**src/sv/aeds_pkg.sv**
```systemverilog
// ============================================================================
// aeds_pkg
// Shared types and constants of the arithmetic expansion delimiter scanner.
// ============================================================================
package aeds_pkg;

    localparam int DEFAULT_STACK_DEPTH = 32;
    localparam int QUEUE_DEPTH = 4;

    // Status codes of a result.
    localparam logic [2:0] ST_RUN        = 3'd0;
    localparam logic [2:0] ST_DONE       = 3'd1;
    localparam logic [2:0] ST_INCOMPLETE = 3'd2;
    localparam logic [2:0] ST_LONE       = 3'd3;
    localparam logic [2:0] ST_UNMATCHED  = 3'd4;
    localparam logic [2:0] ST_MISMATCH   = 3'd5;
    localparam logic [2:0] ST_OVERFLOW   = 3'd6;

    // Input commands.
    localparam logic CMD_BYTE = 1'b0;
    localparam logic CMD_END  = 1'b1;

    // Characters the scanner looks at.
    localparam logic [7:0] CH_LPAREN  = 8'h28;
    localparam logic [7:0] CH_RPAREN  = 8'h29;
    localparam logic [7:0] CH_LBRACE  = 8'h7B;
    localparam logic [7:0] CH_RBRACE  = 8'h7D;
    localparam logic [7:0] CH_DOLLAR  = 8'h24;
    localparam logic [7:0] CH_BTICK   = 8'h60;
    localparam logic [7:0] CH_BSLASH  = 8'h5C;
    localparam logic [7:0] CH_NEWLINE = 8'h0A;

    typedef enum logic [1:0] {
        PEND_NONE   = 2'd0,
        PEND_BSL    = 2'd1,
        PEND_DOLLAR = 2'd2,
        PEND_CLOSE  = 2'd3
    } pend_t;

    typedef struct packed {
        logic [7:0] char_out;
        logic       char_valid;
        logic [2:0] status;
        logic       split_fields;
        logic       last;
    } result_t;

    // What the scan logic needs to know about the bracket stack.
    typedef struct packed {
        logic empty;
        logic full;
        logic top_brace;
    } stack_view_t;

    // What the scan logic asks the bracket stack to do.
    typedef struct packed {
        logic clear;
        logic push;
        logic push_brace;
        logic pop;
    } stack_op_t;

endpackage

```
**src/sv/aeds_step.sv**
```systemverilog
// ============================================================================
// aeds_step
// Combinational scan of one request: results, lookahead and stack update.
// ============================================================================
module aeds_step (
    input  logic                 cmd,
    input  logic [7:0]           byte_in,
    input  aeds_pkg::pend_t      pend,
    input  aeds_pkg::stack_view_t view,
    input  logic                 in_double_quote,
    output aeds_pkg::result_t    res0,
    output aeds_pkg::result_t    res1,
    output logic [1:0]           res_count,
    output aeds_pkg::pend_t      pend_next,
    output aeds_pkg::stack_op_t  op
);
    import aeds_pkg::*;

    // Scan of the byte as a fresh character.
    logic       scan_emit;
    logic [2:0] scan_st;
    pend_t      scan_pend;
    logic       scan_push;
    logic       scan_pop;

    // Prefix character, scanned character and status result.
    logic       a_v;
    logic [7:0] a_ch;
    logic       b_v;
    logic       s_v;
    logic [2:0] st;
    logic       split;
    logic       use_scan;
    result_t    ra;
    result_t    rb;
    result_t    rs;

    always_comb
    begin
        scan_emit = 1'b0;
        scan_st   = ST_RUN;
        scan_pend = PEND_NONE;
        scan_push = 1'b0;
        scan_pop  = 1'b0;
        if (byte_in == CH_RPAREN && view.empty)
        begin
            scan_pend = PEND_CLOSE;
        end
        else if (byte_in == CH_LPAREN || byte_in == CH_LBRACE)
        begin
            if (view.full)
            begin
                scan_st = ST_OVERFLOW;
            end
            else
            begin
                scan_push = 1'b1;
                scan_emit = 1'b1;
            end
        end
        else if (byte_in == CH_RPAREN || byte_in == CH_RBRACE)
        begin
            if (view.empty)
            begin
                scan_st = ST_UNMATCHED;
            end
            else
            begin
                scan_pop = 1'b1;
                if (view.top_brace != (byte_in == CH_RBRACE))
                begin
                    scan_st = ST_MISMATCH;
                end
                else
                begin
                    scan_emit = 1'b1;
                end
            end
        end
        else if (byte_in == CH_BSLASH)
        begin
            scan_pend = PEND_BSL;
        end
        else if (byte_in == CH_DOLLAR)
        begin
            scan_pend = PEND_DOLLAR;
        end
        else
        begin
            scan_emit = 1'b1;
        end
    end

    always_comb
    begin
        a_v      = 1'b0;
        a_ch     = CH_BSLASH;
        use_scan = 1'b0;
        st       = ST_RUN;
        split    = 1'b0;
        if (cmd == CMD_END)
        begin
            if (pend == PEND_BSL)
            begin
                a_v  = 1'b1;
                a_ch = CH_BSLASH;
            end
            else if (pend == PEND_DOLLAR)
            begin
                a_v  = 1'b1;
                a_ch = CH_DOLLAR;
            end
            st = ST_INCOMPLETE;
        end
        else
        begin
            case (pend)
                PEND_BSL:
                begin
                    if (byte_in == CH_DOLLAR || byte_in == CH_BTICK || byte_in == CH_BSLASH)
                    begin
                        a_v  = 1'b1;
                        a_ch = byte_in;
                    end
                    else if (byte_in != CH_NEWLINE)
                    begin
                        a_v      = 1'b1;
                        a_ch     = CH_BSLASH;
                        use_scan = 1'b1;
                    end
                end
                PEND_DOLLAR:
                begin
                    // A dollar followed by an opener pushes it exactly as a fresh opener.
                    a_v      = 1'b1;
                    a_ch     = CH_DOLLAR;
                    use_scan = 1'b1;
                end
                PEND_CLOSE:
                begin
                    if (byte_in == CH_RPAREN)
                    begin
                        st    = ST_DONE;
                        split = ~in_double_quote;
                    end
                    else
                    begin
                        st = ST_LONE;
                    end
                end
                default:
                begin
                    use_scan = 1'b1;
                end
            endcase
            if (use_scan)
            begin
                st = scan_st;
            end
        end
    end

    always_comb
    begin
        b_v = use_scan & scan_emit;
        s_v = (st != ST_RUN);

        ra = '{char_out: a_ch, char_valid: 1'b1, status: ST_RUN,
               split_fields: 1'b0, last: 1'b0};
        rb = '{char_out: byte_in, char_valid: 1'b1, status: ST_RUN,
               split_fields: 1'b0, last: 1'b0};
        rs = '{char_out: 8'd0, char_valid: 1'b0, status: st,
               split_fields: split, last: 1'b0};

        res_count = 2'({1'b0, a_v} + {1'b0, b_v} + {1'b0, s_v});

        if (a_v)
        begin
            res0 = ra;
        end
        else if (b_v)
        begin
            res0 = rb;
        end
        else
        begin
            res0 = rs;
        end
        res1      = (a_v && b_v) ? rb : rs;
        res0.last = (res_count == 2'd1);
        res1.last = 1'b1;

        op.clear      = s_v;
        op.push       = use_scan & scan_push & ~s_v;
        op.push_brace = (byte_in == CH_LBRACE);
        op.pop        = use_scan & scan_pop & ~s_v;

        if (s_v)
        begin
            pend_next = PEND_NONE;
        end
        else if (use_scan)
        begin
            pend_next = scan_pend;
        end
        else
        begin
            pend_next = PEND_NONE;
        end
    end

endmodule

```
**src/sv/aeds_out_queue.sv**
```systemverilog
// ============================================================================
// aeds_out_queue
// Small result queue: takes up to two results a cycle, hands out one.
// ============================================================================
module aeds_out_queue (
    input  logic               clk,
    input  logic               rst_n,
    input  logic               wr_en,
    input  aeds_pkg::result_t  wr0,
    input  aeds_pkg::result_t  wr1,
    input  logic [1:0]         wr_count,
    output logic               room,
    output logic               out_valid,
    input  logic               out_stall,
    output aeds_pkg::result_t  head
);
    import aeds_pkg::*;

    localparam int PW = $clog2(QUEUE_DEPTH);
    localparam int CW = $clog2(QUEUE_DEPTH + 1);

    result_t         entry_reg [QUEUE_DEPTH];
    logic [PW-1:0]   wr_ptr_reg;
    logic [PW-1:0]   wr_ptr_next;
    logic [PW-1:0]   rd_ptr_reg;
    logic [PW-1:0]   rd_ptr_next;
    logic [CW-1:0]   count_reg;
    logic [CW-1:0]   count_next;
    logic [1:0]      n_in;
    logic            pop;

    assign n_in      = wr_en ? wr_count : 2'd0;
    assign pop       = out_valid & ~out_stall;
    assign out_valid = (count_reg != '0);
    assign room      = (count_reg <= CW'(QUEUE_DEPTH - 2));
    assign head      = entry_reg[rd_ptr_reg];

    assign wr_ptr_next = wr_ptr_reg + PW'(n_in);
    assign rd_ptr_next = rd_ptr_reg + PW'(pop);
    assign count_next  = count_reg + CW'(n_in) - CW'(pop);

    always_ff @(posedge clk or negedge rst_n)
    begin
        if (!rst_n)
        begin
            wr_ptr_reg <= '0;
            rd_ptr_reg <= '0;
            count_reg  <= '0;
        end
        else
        begin
            wr_ptr_reg <= wr_ptr_next;
            rd_ptr_reg <= rd_ptr_next;
            count_reg  <= count_next;
        end
    end

    always_ff @(posedge clk)
    begin
        if (n_in != 2'd0)
        begin
            entry_reg[wr_ptr_reg] <= wr0;
        end
        if (n_in == 2'd2)
        begin
            entry_reg[wr_ptr_reg + PW'(1)] <= wr1;
        end
    end

endmodule

```
**src/sv/arith_expansion_delimiter_scanner.sv**
```systemverilog
// ============================================================================
// arith_expansion_delimiter_scanner
// Bracket and escape scanner for the body of a shell arithmetic expansion.
// ============================================================================
// Usage: the source feeds the bytes that follow "$((" on the input channel
// (in_valid / in_stall), one request per byte with cmd low, or a request
// with cmd high to mark the end of input. Each request yields zero, one or
// two results on the output channel (out_valid / out_stall): text
// characters with char_valid set, and at most one terminal status. The
// final result of a request carries last. After any terminal status the
// bracket stack and the lookahead are cleared and a new expansion begins.
// The user must write the in_double_quote register on the cfg channel
// (cfg_valid / cfg_ready / cfg_data) only while the block is idle; the
// block itself does not enforce this. cfg_ready is always high.
// Flow: a request accepted into the input register is scanned there, and
// its results go into the result queue, from which they are offered.
// Throughput: one request per cycle. The limit is the output port, which
// hands out one result per cycle, so requests that yield two results run
// at half rate. The four-entry result queue decouples the two sides; when
// it cannot take two more results, the input register holds and in_stall
// rises. Reset empties the queue, the stack and the lookahead.
// ============================================================================
module arith_expansion_delimiter_scanner #(
    parameter int STACK_DEPTH = aeds_pkg::DEFAULT_STACK_DEPTH
) (
    input  logic       clk,
    input  logic       rst_n,
    input  logic       cfg_valid,
    output logic       cfg_ready,
    input  logic       cfg_data,
    input  logic       in_valid,
    output logic       in_stall,
    input  logic       cmd,
    input  logic [7:0] byte_in,
    output logic       out_valid,
    input  logic       out_stall,
    output logic [7:0] char_out,
    output logic       char_valid,
    output logic [2:0] status,
    output logic       split_fields,
    output logic       last
);
    import aeds_pkg::*;

    localparam int CW = $clog2(STACK_DEPTH + 1);

    // Input register.
    logic        in_vld_reg;
    logic        in_vld_next;
    logic        cmd_reg;
    logic [7:0]  byte_reg;
    logic        accept;
    logic        advance;

    // Scanner state.
    logic              dq_reg;
    pend_t             pend_reg;
    pend_t             pend_next;
    logic [CW-1:0]     count_reg;
    logic [CW-1:0]     count_next;
    // The stack is a shift line with the top of stack in bit 0.
    logic [STACK_DEPTH-1:0] stack_reg;

    stack_view_t view;
    stack_op_t   op;
    result_t     res0;
    result_t     res1;
    result_t     head;
    logic [1:0]  res_count;
    logic        room;

    assign cfg_ready = 1'b1;

    // The input register advances whenever the queue can take two results.
    assign advance     = in_vld_reg & room;
    assign in_stall    = in_vld_reg & ~room;
    assign accept      = in_valid & ~in_stall;
    assign in_vld_next = accept | (in_vld_reg & ~advance);

    assign view.empty     = (count_reg == '0);
    assign view.full      = (count_reg == CW'(STACK_DEPTH));
    assign view.top_brace = stack_reg[0];

    aeds_step u_step (
        .cmd             (cmd_reg),
        .byte_in         (byte_reg),
        .pend            (pend_reg),
        .view            (view),
        .in_double_quote (dq_reg),
        .res0            (res0),
        .res1            (res1),
        .res_count       (res_count),
        .pend_next       (pend_next),
        .op              (op)
    );

    // A terminal status wins over any push or pop of the same request.
    always_comb
    begin
        if (op.clear)
        begin
            count_next = '0;
        end
        else if (op.push)
        begin
            count_next = count_reg + CW'(1);
        end
        else if (op.pop)
        begin
            count_next = count_reg - CW'(1);
        end
        else
        begin
            count_next = count_reg;
        end
    end

    always_ff @(posedge clk or negedge rst_n)
    begin
        if (!rst_n)
        begin
            in_vld_reg <= 1'b0;
            dq_reg     <= 1'b0;
            pend_reg   <= PEND_NONE;
            count_reg  <= '0;
        end
        else
        begin
            in_vld_reg <= in_vld_next;
            if (cfg_valid && cfg_ready)
            begin
                dq_reg <= cfg_data;
            end
            if (advance)
            begin
                pend_reg  <= pend_next;
                count_reg <= count_next;
            end
        end
    end

    // Payload registers: input byte and the stack contents.
    always_ff @(posedge clk)
    begin
        if (accept)
        begin
            cmd_reg  <= cmd;
            byte_reg <= byte_in;
        end
        if (advance && !op.clear)
        begin
            if (op.push)
            begin
                stack_reg <= {stack_reg[STACK_DEPTH-2:0], op.push_brace};
            end
            else if (op.pop)
            begin
                stack_reg <= {1'b0, stack_reg[STACK_DEPTH-1:1]};
            end
        end
    end

    aeds_out_queue u_queue (
        .clk       (clk),
        .rst_n     (rst_n),
        .wr_en     (advance),
        .wr0       (res0),
        .wr1       (res1),
        .wr_count  (res_count),
        .room      (room),
        .out_valid (out_valid),
        .out_stall (out_stall),
        .head      (head)
    );

    assign char_out     = head.char_out;
    assign char_valid   = head.char_valid;
    assign status       = head.status;
    assign split_fields = head.split_fields;
    assign last         = head.last;

endmodule
```
**config.mk**
```make
export PLATFORM = sky130hd
export DESIGN_NAME = arith_expansion_delimiter_scanner
export DESIGN_NICKNAME = d
export VERILOG_FILES = /design/src/sv/aeds_pkg.sv /design/src/sv/aeds_step.sv /design/src/sv/aeds_out_queue.sv /design/src/sv/arith_expansion_delimiter_scanner.sv
export SDC_FILE = /design/constraint.sdc
export NUM_CORES = 1
export LEC_CHECK = 0
export BUFFER_PORTS_ARGS = -buffer_cell sky130_fd_sc_hd__buf_2
export CAP_MARGIN = 10
export CORE_MARGIN = 2
export CORE_UTILIZATION = 60
export DETAILED_ROUTE_END_ITERATION = 8
export GPL_ROUTABILITY_DRIVEN = 0
export HOLD_SLACK_MARGIN = 0.02
export PLACE_DENSITY_LB_ADDON = 0.3
export SLEW_MARGIN = 20
export SYNTH_ARGS = -nofsm -noshare
export SYNTH_HDL_FRONTEND = slang
export SYNTH_SLANG_ARGS = --single-unit
export TNS_END_PERCENT = 50
```
**constraint.sdc**
```tcl
create_clock -name clk -period 5 [get_ports clk]
set_input_delay 0.75 -clock clk [delete_from_list [all_inputs] [get_ports clk]]
set_output_delay 0.75 -clock clk [all_outputs]
set_load 0.02 [all_outputs]
```
# Word level (Yosys, flattened, before mapping)
# Memory sizes are Yosys's and may differ from the RTL's.
# Cells that the tools add are included.
op_classes:
  muxes: 62
  n_reduce_logical: 16
  order_cmp: 1
  n_bitwise: 17
  n_eq_ne: 15
  addsub: 9
op_table:
  columns: ["operator", "n"]
  rows:
  - ["32-bit two-way mux", 2]
  - ["14-bit two-way mux", 3]
  - ["8-bit by 7-bit equality test with 1-bit output, second input constant", 4]
  - ["1-bit two-way mux", 29]
  - ["3-bit two-way mux", 9]
  - ["8-bit by 6-bit equality test with 1-bit output, second input constant", 3]
  - ["8-bit two-way mux", 3]
  - ["2-bit two-way mux", 9]
  - ["6-bit two-way mux", 3]
  - ["8-bit case mux with 2 select lines", 1]
  - ["1-bit AND", 10]
  - ["3-bit nonzero test", 3]
  - ["8-bit by 4-bit != test with 1-bit output, second input constant", 1]
  - ["7-bit two-way mux", 1]
  - ["6-bit by 1-bit adder with 6-bit output, second input constant", 1]
  - ["2-bit equality test, second input constant", 3]
  - ["6-bit equality test, second input constant", 1]
  - ["6-bit logical NOT", 1]
  - ["1-bit NOT", 6]
  - ["6-bit by 1-bit subtractor with 6-bit output, second input constant", 1]
  - ["2-bit by 1-bit adder with 2-bit output", 2]
  - ["2-bit by 1-bit equality test with 1-bit output, second input constant", 2]
  - ["1-bit logical OR", 4]
  - ["1-bit case mux with 2 select lines", 2]
  - ["other kinds (12)", 16]
word_totals:
  ram_bits: 56
  word_cells: 131
  in_bits: 15
  output_inout_bits: 17
  reg_bits: 58
  n_memories: 1
mem_list:
  columns: ["memory", "depth", "word_bits", "rd", "rd_ports_with_merged_regs", "wr", "line", "rtl"]
  rows:
  - ["u_queue.entry_reg", 4, 14, 1, 0, 2, "aeds_out_queue.sv:22", "result_t entry_reg [QUEUE_DEPTH];"]

# Depth between registers and ports, before layout
# Gate-level depths: netlist of run 1.
logic_depth:
  depth_word: 15
  depth_mapped: 17
  depth_no_buf: 15

# Modules after synthesis
# Synthesis of run 1 repeated with hierarchy kept, for this count alone.
hier_totals:
  hier_cells: 443
  area_unflattened_um2: 6224.7
modules_own_cells:
  columns: ["module", "seq_area_each_um2", "instances", "cells_each", "area_per_inst_um2"]
  rows:
  - ["aeds_out_queue", 1856.8, 1, 183, 3160.5]
  - ["arith_expansion_delimiter_scanner", 1481.4, 1, 141, 2258.4]
  - ["aeds_step", 0.0, 1, 119, 805.8]

# Worst setup path after synthesis of run 1
# Ideal clock, no wire load.
synth_path:
  path_type: "flip-flop to flip-flop"
  startpoint: "register byte_reg[0]"
  endpoint: "memory u_queue.entry_reg[0][10] in the netlist's numbering, enable pin"
  period_less_slack_ns: 4.136
  path_slack_ns: 0.864
  t_required_ns: 4.641
  stages_incl_launch_ff: 12
  n_path_buf: 1
  arrival_ns: 3.776
  path_cell_list: "edfxtp_1 -> or4b_4 -> o41ai_4 -> o32a_2 -> o2111ai_1 -> nor2_1 -> inv_1 -> fa_1 -> clkbuf_1 -> o211ai_1 -> or3_1 -> nand2_1"
synth_rtl:
  columns: ["element", "line", "rtl"]
  rows:
  - ["start, declared", "arith_expansion_delimiter_scanner.sv:51", "logic [7:0] byte_reg;"]
  - ["start signal, assigned", "arith_expansion_delimiter_scanner.sv:148", "byte_reg <= byte_in;"]
  - ["end, declared", "aeds_out_queue.sv:22", null]

==> summary.md, run 1 <==
| Metric | Value |
|---|---|
| Peak fanout along the critical path | `10` |
| Root cell of the clock tree | `clkbuf_8` |
| Tightest hold margin | `about 150 ps` |
| Maximum number of pins on one net before global-route repair | `35` |
| Final design area excluding fillers | `0.006898 sq mm` |
| Core area | `about 0.01 sq mm` |
| Flop2flop setup slack | `approximately 250 ps` |
| Worst-case clock skew | `4.904 ps` |
| Reported leakage power | `about 0.0026 uW` |
| Number of antenna-violating nets in the routed design | `0` |
| Count of antenna diodes in the layout | `0` |
| Final number of hold-violating endpoints | `0` |
| H-tree levels | `4` |
| Endpoint arrival time on the critical path | `between 5000 and 6000 ps` |
| Post-layout nets | `532` |
| Final routed DRC violation total | `0` |
| Leading area contributor after synthesis | `edfxtp_1` |
| Die Outline Area | `~0.011 sq mm` |
| Avg Synthesized Cell Area | `13.06 sq um` |
| Pre-antenna DRT Iters | `5` |
| Global-route total usage across every layer | `approximately a quarter` |
| Number of max-cap violations | `0` |
| Distinct cells, synth | `72` |
| Top-level I/O count | `32` |
| Commonest cells post-synth | `edfxtp_1 (93), nor2_1 (39), nand2_1 (31)` |
| DRC violation total after the first TritonRoute iteration | `370` |
| Top-area cell type share of the netlist area | `roughly 46%` |
| Dpl hpwl | `roughly 8500 microns` |
| Maximum clock insertion buffer count | `2` |
| Outcome | `completed` |
| Flip-flop count of the largest register after layout | `56` |
| Sequential-to-total area share from yosys stat | `between 50% and 60%` |
| Number of global-route vias before repair | `a little under 4,000` |
| Worst IR drop on VDD | `between 0.2 and 0.25 mV` |
| Required time reported for the critical path endpoint | `5380 ps` |
| Number of slew-limit violations in the final report | `0` |
| Later-pin clock latency in the skew report | `about 520 ps` |
| Routed via count | `approximately 4,000` |
| Layout-stage area growth over the synthesis result | `14.83%` |
| Transition time of the tightest slew-check pin | `~900 ps` |
| Overflow left after global routing | `0` |
| Initial standard-cell utilization of the core | `61.74%` |
| Critical path startpoint category | `flop` |
| Post-CTS clock slew at the launch and capture registers of the worst setup and hold paths | `about 60 ps` |
| Crit end category | `flop` |
| Total nets after synthesis | `roughly 490` |
| Total power divided by cell area | `approximately 500 mW/mm^2` |
| Number of flops mapped to enable cells by yosys | `93` |
| Number of rows in the core area | `36` |
| Drt wl/cell | `18.95 microns` |
| Synthesized flop and latch total | `roughly 110` |
| Fraction of registers with async set or reset after synthesis | `between 10 and 15%` |
| Die Span X | `around 100 microns` |
| Number of buffers inserted during clock tree synthesis | `17` |
| Critical R2R Capture | `u_queue.entry_reg[1][7]$_DFFE_PP_` |
| Area contributors post-synth | `edfxtp_1 (46%), dfrtp_1 (7.1%), mux2_4 (7.0%)` |
| Buffers added on ports | `30` |
| Routed Wire Length | `12,260 microns` |
| Height of the die | `around 100 microns` |
| Clock tree from TritonCTS | `done` |
| Normalized max-slew margin | `39.82%` |
| Fraction of layout instances using a drive strength above 1 | `~29%` |
| Launching point of the worst reg2reg path | `byte_reg[4]$_DFFE_PP_` |
| Hold Path Class | `in -> async` |
| Final setup violation count | `0` |
| Vias/cell | `6.144` |
| Netlist Area Pre-Place | `0.006007 sq mm` |
| Maximum clock frequency | `about 0.21 GHz` |
| Cell count after synthesis | `460` |
| Cell with the most instances after synthesis | `edfxtp_1` |
| Kind of critical path | `reg -> reg` |
| Number of cells on the worst reg-to-reg path | `13` |
| Unrepaired setup endpoints after global routing | `no` |
| Post-detailed-placement cell area | `between 0.006 and 0.007 sq mm` |
| Wire length of the first global-routing pass | `between 15,000 and 20,000 microns` |
| Period utilization | `between 90% and 100%` |
| Total Neg Setup Slack | `0 ps` |
| Number of warning messages in the yosys log | `0` |
| Final period demand of the worst path | `4754 ps` |
| Number of antenna violations at the first check in global routing | `0` |
| Number of sinks driven by the clock tree | `114` |
| Most common flop cell mapped by yosys | `edfxtp_1` |
[layout make-up]
class                      instances  area [sq um]
timing repair buffer              43         247.7
clock inverter                    15         181.4
sequential                       114          3298
tap                              133         166.4
clock buffer                      17         414.1
multi-input combinational        304          2511
fill                             684          2831
inverter                          21         78.83
[routing by layer]
metal / up-vias / part of all wire (%) / global-route usage, %
met2: 180 / 51 / 39.66
met3: 31 / 5.6 / 5.138
met4: 0 / 1.7 / 10.42
li1: 1837 / - / -
met5: - / 0 / 0
met1: 1927 / 41 / 30.20
[through the flow]
step	util [%]	power [uW]	setup slack [ps]	std cells
finish	70.90	3463	245.8	647
detailed placement	64.49	2255	339.5	612
global placement	64.49	2221	556.8	612
CTS	70.61	3466	298.7	644
global route	70.90	3616	19.52	647
floorplan	-	1997	864.3	460
[worst max path at each step]
| stage | end | from | cells after the start | slack, ps |
|---|---|---|---|---|
| 3_5_place_dp | u_queue.entry_reg[2][11]$_DFFE_PP_ | byte_reg[5]$_DFFE_PP_ | 12 | 340 |
| 6_report | u_queue.entry_reg[1][7]$_DFFE_PP_ | byte_reg[4]$_DFFE_PP_ | 13 | 250 |
| 4_1_cts | u_queue.entry_reg[2][7]$_DFFE_PP_ | byte_reg[5]$_DFFE_PP_ | 13 | 300 |
| 2_1_floorplan | u_queue.entry_reg[0][10]$_DFFE_PP_ | byte_reg[0]$_DFFE_PP_ | 11 | 860 |
| 3_3_place_gp | u_queue.entry_reg[2][7]$_DFFE_PP_ | byte_reg[2]$_DFFE_PP_ | 10 | 560 |
| 5_1_grt | u_queue.entry_reg[2][3]$_DFFE_PP_ | byte_reg[4]$_DFFE_PP_ | 10 | 20 |
[worst max-delay path, cell delays in order, from the launching register on]
cell       delay (ps)
edfxtp_1          490
or4b_1            730
nor4_4            380
o32a_2            270
o2111ai_1         150
nor2_1            250
inv_1             120
fa_1              720
o211ai_1          290
nor2_1            570
nand2_1           190
o21ai_0           160
a22oi_2           110
nor2b_1           150
[power breakdown]
group / internal (uW) / switching (uW) / total, uW
logic: 384 / 523 / 907
clock network: 762 / 446 / 1210
registers: 1190 / 158 / 1350
[cells by family (layout without fill, tap and decap cells)]
logic type / Yosys count / after routing / synth area share (%)
AND/OR/NAND/NOR: 141 / 141 / 12.35
flip-flops: 114 / 114 / 54.91
AO/OA/AOI/OAI: 89 / 89 / 10.85
multiplexers: 48 / 48 / 13.35
buffers and inverters: 42 / 96 / 3.457
adder cells (fa/ha/maj): 16 / 16 / 3.708
XOR/XNOR: 9 / 9 / 1.312
other: 1 / 1 / 0.06243
[timing repair]
item | 4_1_cts | 5_1_grt
endpoints found under the setup margin | 0 | 54
resized for setup | 0 | 3
setup buffers | 0 | 3
hold endpoints to repair | 0 | 0
hold buffers | 0 | 0
[cell usage in the layout (no fill, tap or decap), types with 5 or more instances in the layout]
master and count:
buf_2 30, nor2_1 37, or3_1 6, nand2b_1 6
buf_4 13, mux2_2 5, nand2_1 31, mux4_2 14
a21oi_1 23, edfxtp_1 93, or2_2 5, nor3_1 9
nor4_1 6, nor2b_1 7, nand3_1 7, mux2_4 28
inv_1 19, ha_1 13, clkbuf_16 16, xor2_1 5
dfrtp_1 17, a22o_1 5, o21ai_0 8, o22ai_1 5
a31oi_1 9
Power figures use the tool's default switching activity.
==> run 2, diff against run 1 <==
Settings changed: CORE_UTILIZATION 60 to 45.
==> run 2 against run 1 <==
Compared with the run above:
- routed wire length up 1.8%
- sequential power about the same
- combinational power up 0.4%
- power up 1.5%
- die area up 32%
- first-iteration DRC count down 13%
- maximum frequency up 1.0%
- utilization down 17 points
- final area up 1.8%
- via count down 1.7%
- global-route usage down 5.2 points
- critical endpoint is now u_queue.entry_reg[0][11]$_DFFE_PP_
- largest power group unchanged
- highest routed layer unchanged
==> summary.md, run 2 (synthesis gave the netlist of run 1 again) <==
| Metric | Value |
|---|---|
| Pre-antenna DRT Iters | `5` |
| Hold Path Class | `in -> async` |
| Count of antenna diodes in the layout | `0` |
| Buffers added on ports | `30` |
| Reported leakage power | `around 0.0026 uW` |
| Maximum number of pins on one net before global-route repair | `35` |
| Root cell of the clock tree | `clkbuf_16` |
| Total Neg Setup Slack | `0 ps` |
| Die Span X | `119.5 microns` |
| Leading cell types in the layout, fill and taps excluded | `edfxtp_1 (93), nor2_1 (39), nand2_1 (31)` |
| Transition time of the tightest slew-check pin | `about 900 ps` |
| Die Outline Area | `between 0.01 and 0.015 sq mm` |
| Worst IR drop on VDD | `~0.30 mV` |
| Post-CTS clock slew at the launch and capture registers of the worst setup and hold paths | `around 50 ps` |
| Maximum clock insertion buffer count | `2` |
| Later-pin clock latency in the skew report | `between 400 and 500 ps` |
| Final routed DRC violation total | `0` |
| Number of antenna violations at the first check in global routing | `0` |
| Maximum clock frequency | `0.2125 GHz` |
| CP max-delay cell | `fa_1` |
| Post-detailed-placement cell area | `around 0.0064 sq mm` |
| Number of slew-limit violations in the final report | `0` |
| Flop2flop setup slack | `slightly below 300 ps` |
| Global-route total usage across every layer | `around 19%` |
| Outcome | `completed` |
| Setup fix buffers added after clock tree synthesis | `0` |
| Flip-flop count of the largest register after layout | `between 50 and 60` |
| Period utilization | `approximately 94%` |
| Fraction of layout instances using a drive strength above 1 | `roughly 28%` |
| Normalized max-slew margin | `between 30% and 40%` |
| Critical R2R Capture | `u_queue.entry_reg[0][11]$_DFFE_PP_` |
| Unrepaired setup endpoints after global routing | `no` |
| Most common cell after layout, fill and taps aside | `edfxtp_1` |
| Peak fanout along the critical path | `12` |
| Cell occurring most often along the worst timing path | `nor2_1` |
| Layout-stage area growth over the synthesis result | `16.93%` |
| Final core utilization | `about 53%` |
| Fraction of power consumed by the clock network | `between 30% and 40%` |
| Vias/cell | `5.646` |
| Wire length of the first global-routing pass | `around 20,000 microns` |
| Overflow left after global routing | `0` |
| Routed via count | `slightly below 4,000` |
| Number of buffers inserted during clock tree synthesis | `17` |
| Post-Place Setup Slack | `about 350 ps` |
| Core area | `~0.013 sq mm` |
| Endpoint arrival time on the critical path | `between 4000 and 5000 ps` |
| Net load switching power | `1089 uW` |
| H-tree levels | `4` |
| Switching fraction of total power | `between 30% and 40%` |
| Number of sinks driven by the clock tree | `between 100 and 150` |
| Worst path max stage delay | `between 700 and 800 ps` |
| Part of the total power dissipated in sequential elements | `38.5%` |
| Dpl hpwl | `between 8000 and 9000 microns` |
| Drt wl/cell | `~18 microns` |
| Post-layout nets | `534` |
| Number of cells on the worst reg-to-reg path | `11` |
| Final design area excluding fillers | `0.007024 sq mm` |
| Number of global-route vias before repair | `about 4,000` |
| Total power divided by cell area | `500.5 mW/mm^2` |
| Number of max-cap violations | `0` |
| Final number of hold-violating endpoints | `0` |
| Hold-fix buffers, CTS | `0` |
| Crit end category | `flop` |
| Relative contribution of combinational cells to total power | `25.9%` |
| Number of rows in the core area | `42` |
| Total Power Consumption | `~3500 uW` |
| Routed Wire Length | `12,480 microns` |
| Final period demand of the worst path | `about 4700 ps` |
| Number of antenna-violating nets in the routed design | `0` |
| Worst-case clock skew | `around 6.7 ps` |
| DRC violation total after the first TritonRoute iteration | `323` |
| Height of the die | `119.5 microns` |
| Worst-case setup margin in the final layout | `between 200 and 300 ps` |
| Required time reported for the critical path endpoint | `around 5100 ps` |
| Sequence of cells on the critical path | `or4b_2 > nor2_1 > o32a_2 > o2111ai_1 > nor2_1 > inv_1 > fa_1 > o211ai_1 > or3_1 > nand2_1 > buf_12` |
| Final setup violation count | `0` |
| Top-level I/O count | `32` |
| Count of filler cells inserted in the layout | `1,103` |
| Kind of critical path | `reg -> reg` |
| Launching point of the worst reg2reg path | `byte_reg[2]$_DFFE_PP_` |
| Initial standard-cell utilization of the core | `a little under half` |
| Resize count post-CTS | `0` |
| Cell internal power dissipation | `2426 uW` |
| Critical path startpoint category | `flop` |
| Clock tree from TritonCTS | `done` |
[run 2: metrics by stage]
stage,hold slack [ps],cells
detailed placement,450.7,660
floorplan,431.0,460
finish,267.6,692
global route,290.9,692
global placement,443.2,660
CTS,266.7,692
[run 2: worst max path at each step]
stage | from | to | slack [ps] | depth (start not counted)
global route | byte_reg[2]$_DFFE_PP_ | u_queue.entry_reg[0][11]$_DFFE_PP_ | 3 | 11
floorplan | byte_reg[0]$_DFFE_PP_ | u_queue.entry_reg[0][10]$_DFFE_PP_ | 860 | 11
CTS | byte_reg[5]$_DFFE_PP_ | u_queue.entry_reg[0][11]$_DFFE_PP_ | 340 | 11
detailed placement | byte_reg[5]$_DFFE_PP_ | u_queue.entry_reg[0][13]$_DFFE_PP_ | 350 | 11
finish | byte_reg[2]$_DFFE_PP_ | u_queue.entry_reg[0][11]$_DFFE_PP_ | 290 | 11
global placement | byte_reg[2]$_DFFE_PP_ | u_queue.entry_reg[0][6]$_DFFE_PP_ | 440 | 11
[run 2: final cells by class]
| class | instances | area [sq um] | area share [%] |
|---|---|---|---|
| clock inverters | 6 | 58.81 | 0.8372 |
| multi-input cells | 304 | 2506 | 35.68 |
| inverters | 21 | 78.83 | 1.122 |
| flip-flops and latches | 114 | 3298 | 46.95 |
| repair buffers | 45 | 287.8 | 4.097 |
| well taps | 176 | 220.2 | 3.135 |
| clock buffers | 26 | 574.3 | 8.176 |
[run 2: power by group through the flow]
stage | Clock (uW) | Sequential [uW] | Combinational (uW)
after floorplan | 0 | 1260 | 737
after global placement | 0 | 1360 | 892
after detailed placement | 0 | 1370 | 912
after CTS | 1270 | 1360 | 917
after global routing | 1310 | 1380 | 991
final | 1250 | 1350 | 911
[run 2: critical path: cells and delay by family (launching register included)]
kind	cells	cell delay (ps)
simple gates	5	2050
fa+ha+maj	1	730
compound gates	3	720
flops	1	600
buf+inv	2	310
[run 2: per-layer routing]
metal	GRT usage [%]	wire (microns)	vias up
met5	0	0	-
met4	8.088	222	0
met3	4.658	496	19
met2	30.86	6296	111
met1	23.10	5461	1934
li1	-	-	1843
==> run 3, diff against run 2 <==
Settings changed: SYNTH_HIERARCHICAL set to 1.
==> run 3 against run 2 <==
Compared with the run above:
- register-to-register slack gained 240 ps
- largest cell class unchanged
- critical path type unchanged
- first-iteration DRC count shrank 15%
- flip-flop and latch count did not move
- clock skew hardly changed
- die area is 3.5% higher
- non-clock buffer count decreased by 5
- setup slack better by 240 ps
- final area up 1.1%
- synthesized area increased by 3.6%
- combinational power fell by 3.0%
- sequential share of layout area grew 0.052 points
- critical path depth up 2
==> summary.md, run 3 <==
| Metric | Value |
|---|---|
| Outcome | `completed` |
| Total Neg Setup Slack | `0 ps` |
| Routed via count | `around 3,700` |
| Critical path startpoint category | `flop` |
| DRT met1 WL | `5310 microns` |
| Netlist Area Pre-Place | `0.006225 sq mm` |
| Number of max-cap violations | `0` |
| Post-CTS clock slew at the launch and capture registers of the worst setup and hold paths | `around 50 ps` |
| Sequence of cells on the critical path | `or4b_4 > nor4_4 > a21oi_1 > or2_2 > a221o_1 > clkinv_1 > nor3_2 > fa_1 > inv_1 > nand3b_1 > or3_1 > buf_4 > mux2_4` |
| Leading area contributor after synthesis | `edfxtp_1` |
| Final routed DRC violation total | `0` |
| Post-Place Setup Slack | `roughly 600 ps` |
| Commonest cells post-synth | `edfxtp_1 (97), mux2_2 (82), inv_1 (21), nor2_1 (21), dfrtp_1 (17)` |
| Final core utilization | `between 50% and 60%` |
| Worst-case setup margin in the final layout | `530.5 ps` |
| Final period demand of the worst path | `between 4000 and 5000 ps` |
| Core area | `0.01340 sq mm` |
| Height of the die | `between 100 and 150 microns` |
| Transition time of the tightest slew-check pin | `869.3 ps` |
| Fraction of layout instances using a drive strength above 1 | `39.35%` |
| Resize count post-CTS | `0` |
| Total Power Consumption | `about 3400 uW` |
| Distinct cells, synth | `71` |
| Top routing layer used | `met4` |
| Kind of cell adding the most delay to the critical path | `simple AND/OR/NAND/NOR gates` |
| WL met2 | `just over 6000 microns` |
| Cell count after synthesis | `~440` |
| Crit end category | `flop` |
| Total nets after synthesis | `between 400 and 500` |
| Die Span X | `between 100 and 150 microns` |
| Required time reported for the critical path endpoint | `just over 5000 ps` |
| Met3 wire len | `approximately 460 microns` |
| Global-route total usage across every layer | `between 10% and 20%` |
| Layout-stage area growth over the synthesis result | `14.13%` |
| Wire length of the first global-routing pass | `19,640 microns` |
| Hold-fix buffers, CTS | `0` |
| Setup fix buffers added after clock tree synthesis | `0` |
| Normalized max-slew margin | `about two fifths` |
| Post-detailed-placement cell area | `around 0.0066 sq mm` |
| H-tree levels | `4` |
| Number of buffers inserted during clock tree synthesis | `17` |
| Number of global-route vias before repair | `3,824` |
| Top-area cell type share of the netlist area | `between 40% and 50%` |
| Number of antenna violations at the first check in global routing | `0` |
| Dpl hpwl | `approximately 8000 microns` |
| Final number of hold-violating endpoints | `0` |
| Sequential-to-total area share from yosys stat | `53.63%` |
| DRC violation total after the first TritonRoute iteration | `~280` |
| Number of flops mapped to enable cells by yosys | `97` |
| Peak fanout along the critical path | `14` |
| Period utilization | `about nine tenths` |
| Number of rows in the core area | `42` |
| Total power divided by cell area | `473.4 mW/mm^2` |
| Number of warning messages in the yosys log | `6` |
| Worst path max stage delay | `~610 ps` |
| Number of sinks driven by the clock tree | `114` |
| Most common cell after layout, fill and taps aside | `edfxtp_1` |
| Count of antenna diodes in the layout | `0` |
| Synthesized flop and latch total | `about 110` |
| Drt wl/cell | `roughly 18 microns` |
| Final setup violation count | `0` |
| Most common flop cell mapped by yosys | `edfxtp_1` |
| Kind of critical path | `reg -> reg` |
| Hold Path Class | `in -> async` |
| Worst IR drop on VDD | `about 0.24 mV` |
| Top-level I/O count | `32` |
| Clock tree from TritonCTS | `done` |
| Maximum clock frequency | `between 0.2 and 0.25 GHz` |
| Critical path depth | `13` |
| Maximum number of pins on one net before global-route repair | `38` |
| Vias/cell | `roughly 5.6` |
| Reported leakage power | `between 0.002 and 0.003 uW` |
| CP max-delay cell | `or4b_4` |
| Crit path buffers/inverters | `3` |
| Fraction of registers with async set or reset after synthesis | `between 10 and 15%` |
| Overflow left after global routing | `0` |
| Root cell of the clock tree | `clkbuf_16` |
| Post-layout nets | `between 500 and 600` |
| Cell with the most instances after synthesis | `edfxtp_1` |
| Leading cell types in the layout, fill and taps excluded | `edfxtp_1 (97), mux2_2 (82), buf_2 (30)` |
| Avg Synthesized Cell Area | `~14 sq um` |
| Pre-antenna DRT Iters | `5` |
| Area contributors post-synth | `edfxtp_1 (47%), mux2_2 (15%), dfrtp_1 (6.8%)` |
| Flip-flop count of the largest register after layout | `56` |
| Later-pin clock latency in the skew report | `between 400 and 500 ps` |
| Die Outline Area | `0.01479 sq mm` |
| Unrepaired setup endpoints after global routing | `no` |
| Final design area excluding fillers | `around 0.0071 sq mm` |
| Routed Wire Length | `~12,000 microns` |
| Number of antenna-violating nets in the routed design | `0` |
| Initial standard-cell utilization of the core | `between 40 and 50%` |
| Number of slew-limit violations in the final report | `0` |
| Endpoint arrival time on the critical path | `roughly 4600 ps` |
| Maximum clock insertion buffer count | `2` |
| Number of cells on the worst reg-to-reg path | `13` |
| Buffers added on ports | `30` |
| Worst-case clock skew | `between 6 and 7 ps` |
==> run 3: changes by cell type after synthesis, moves of 8 or more <==
cell | previous run | this run
mux2_2 | 5 | 82
mux2_4 | 28 | 10
nor2_1 | 39 | 21
a21oi_1 | 23 | 8
nand2_1 | 31 | 16
a31oi_1 | 9 | 0
and2_1 | 4 | 12
==> run 3: cell type report <==
cell class / count / area, sq um
fill: 1119 / 6296
multi-input combinational: 284 / 2684
inverter: 23 / 86.33
clock inverter: 15 / 123.9
timing repair buffer: 40 / 225.2
clock buffer: 17 / 425.4
sequential: 114 / 3339
tap: 176 / 220.2
==> run 3: path summary, 6_finish.rpt <==
kind | startpoint | to | slack [ps]
setup / recovery | byte_reg[7]$_DFFE_PP_ | u_queue/entry_reg[1][9]$_DFFE_PP_ | 530
hold / removal | rst_n | dq_reg$_DFFE_PN0P_ | 260
setup reg to reg | byte_reg[7]$_DFFE_PP_ | u_queue/entry_reg[1][9]$_DFFE_PP_ | 530
hold reg to reg | count_reg[3]$_DFFE_PN0P_ | count_reg[3]$_DFFE_PN0P_ | 520
max in group asynchronous | rst_n | u_queue/rd_ptr_reg[0]$_DFF_PN0_ | 4430
min in group clk | byte_in[5] | byte_reg[5]$_DFFE_PP_ | 520
==> run 3: routing by layer <==
metal	track usage (%)	up-vias
li1	-	1755
met1	21.99	1883
met2	29.71	87
met3	5.009	22
met4	6.322	0
met5	0	-
==> run 3: power by group <==
| part | internal (uW) | switching (uW) | leakage, uW |
|---|---|---|---|
| registers | 1210 | 152 | 0.00109 |
| clock network | 715 | 398 | 0.000269 |
| logic | 418 | 466 | 0.00127 |
==> run 3: logic make-up (layout without fill, tap and decap cells) <==
group,count (synthesis),count (layout),share of synthesized area [%]
flip-flops,114,114,53.63
multiplexers,107,107,22.47
AND/OR/NAND/NOR,99,99,9.468
AO/OA/AOI/OAI,51,51,6.252
buffers and inverters,45,95,3.337
adder cells (fa/ha/maj),14,14,3.176
XOR/XNOR,11,11,1.548
other,2,2,0.1206
==> run 3: stage by stage <==
stage	hold WS (ps)	std cells
floorplan	454.4	443
global placement	483.3	637
detailed placement	510.1	637
CTS	262.5	669
global route	278.4	669
finish	261.9	669
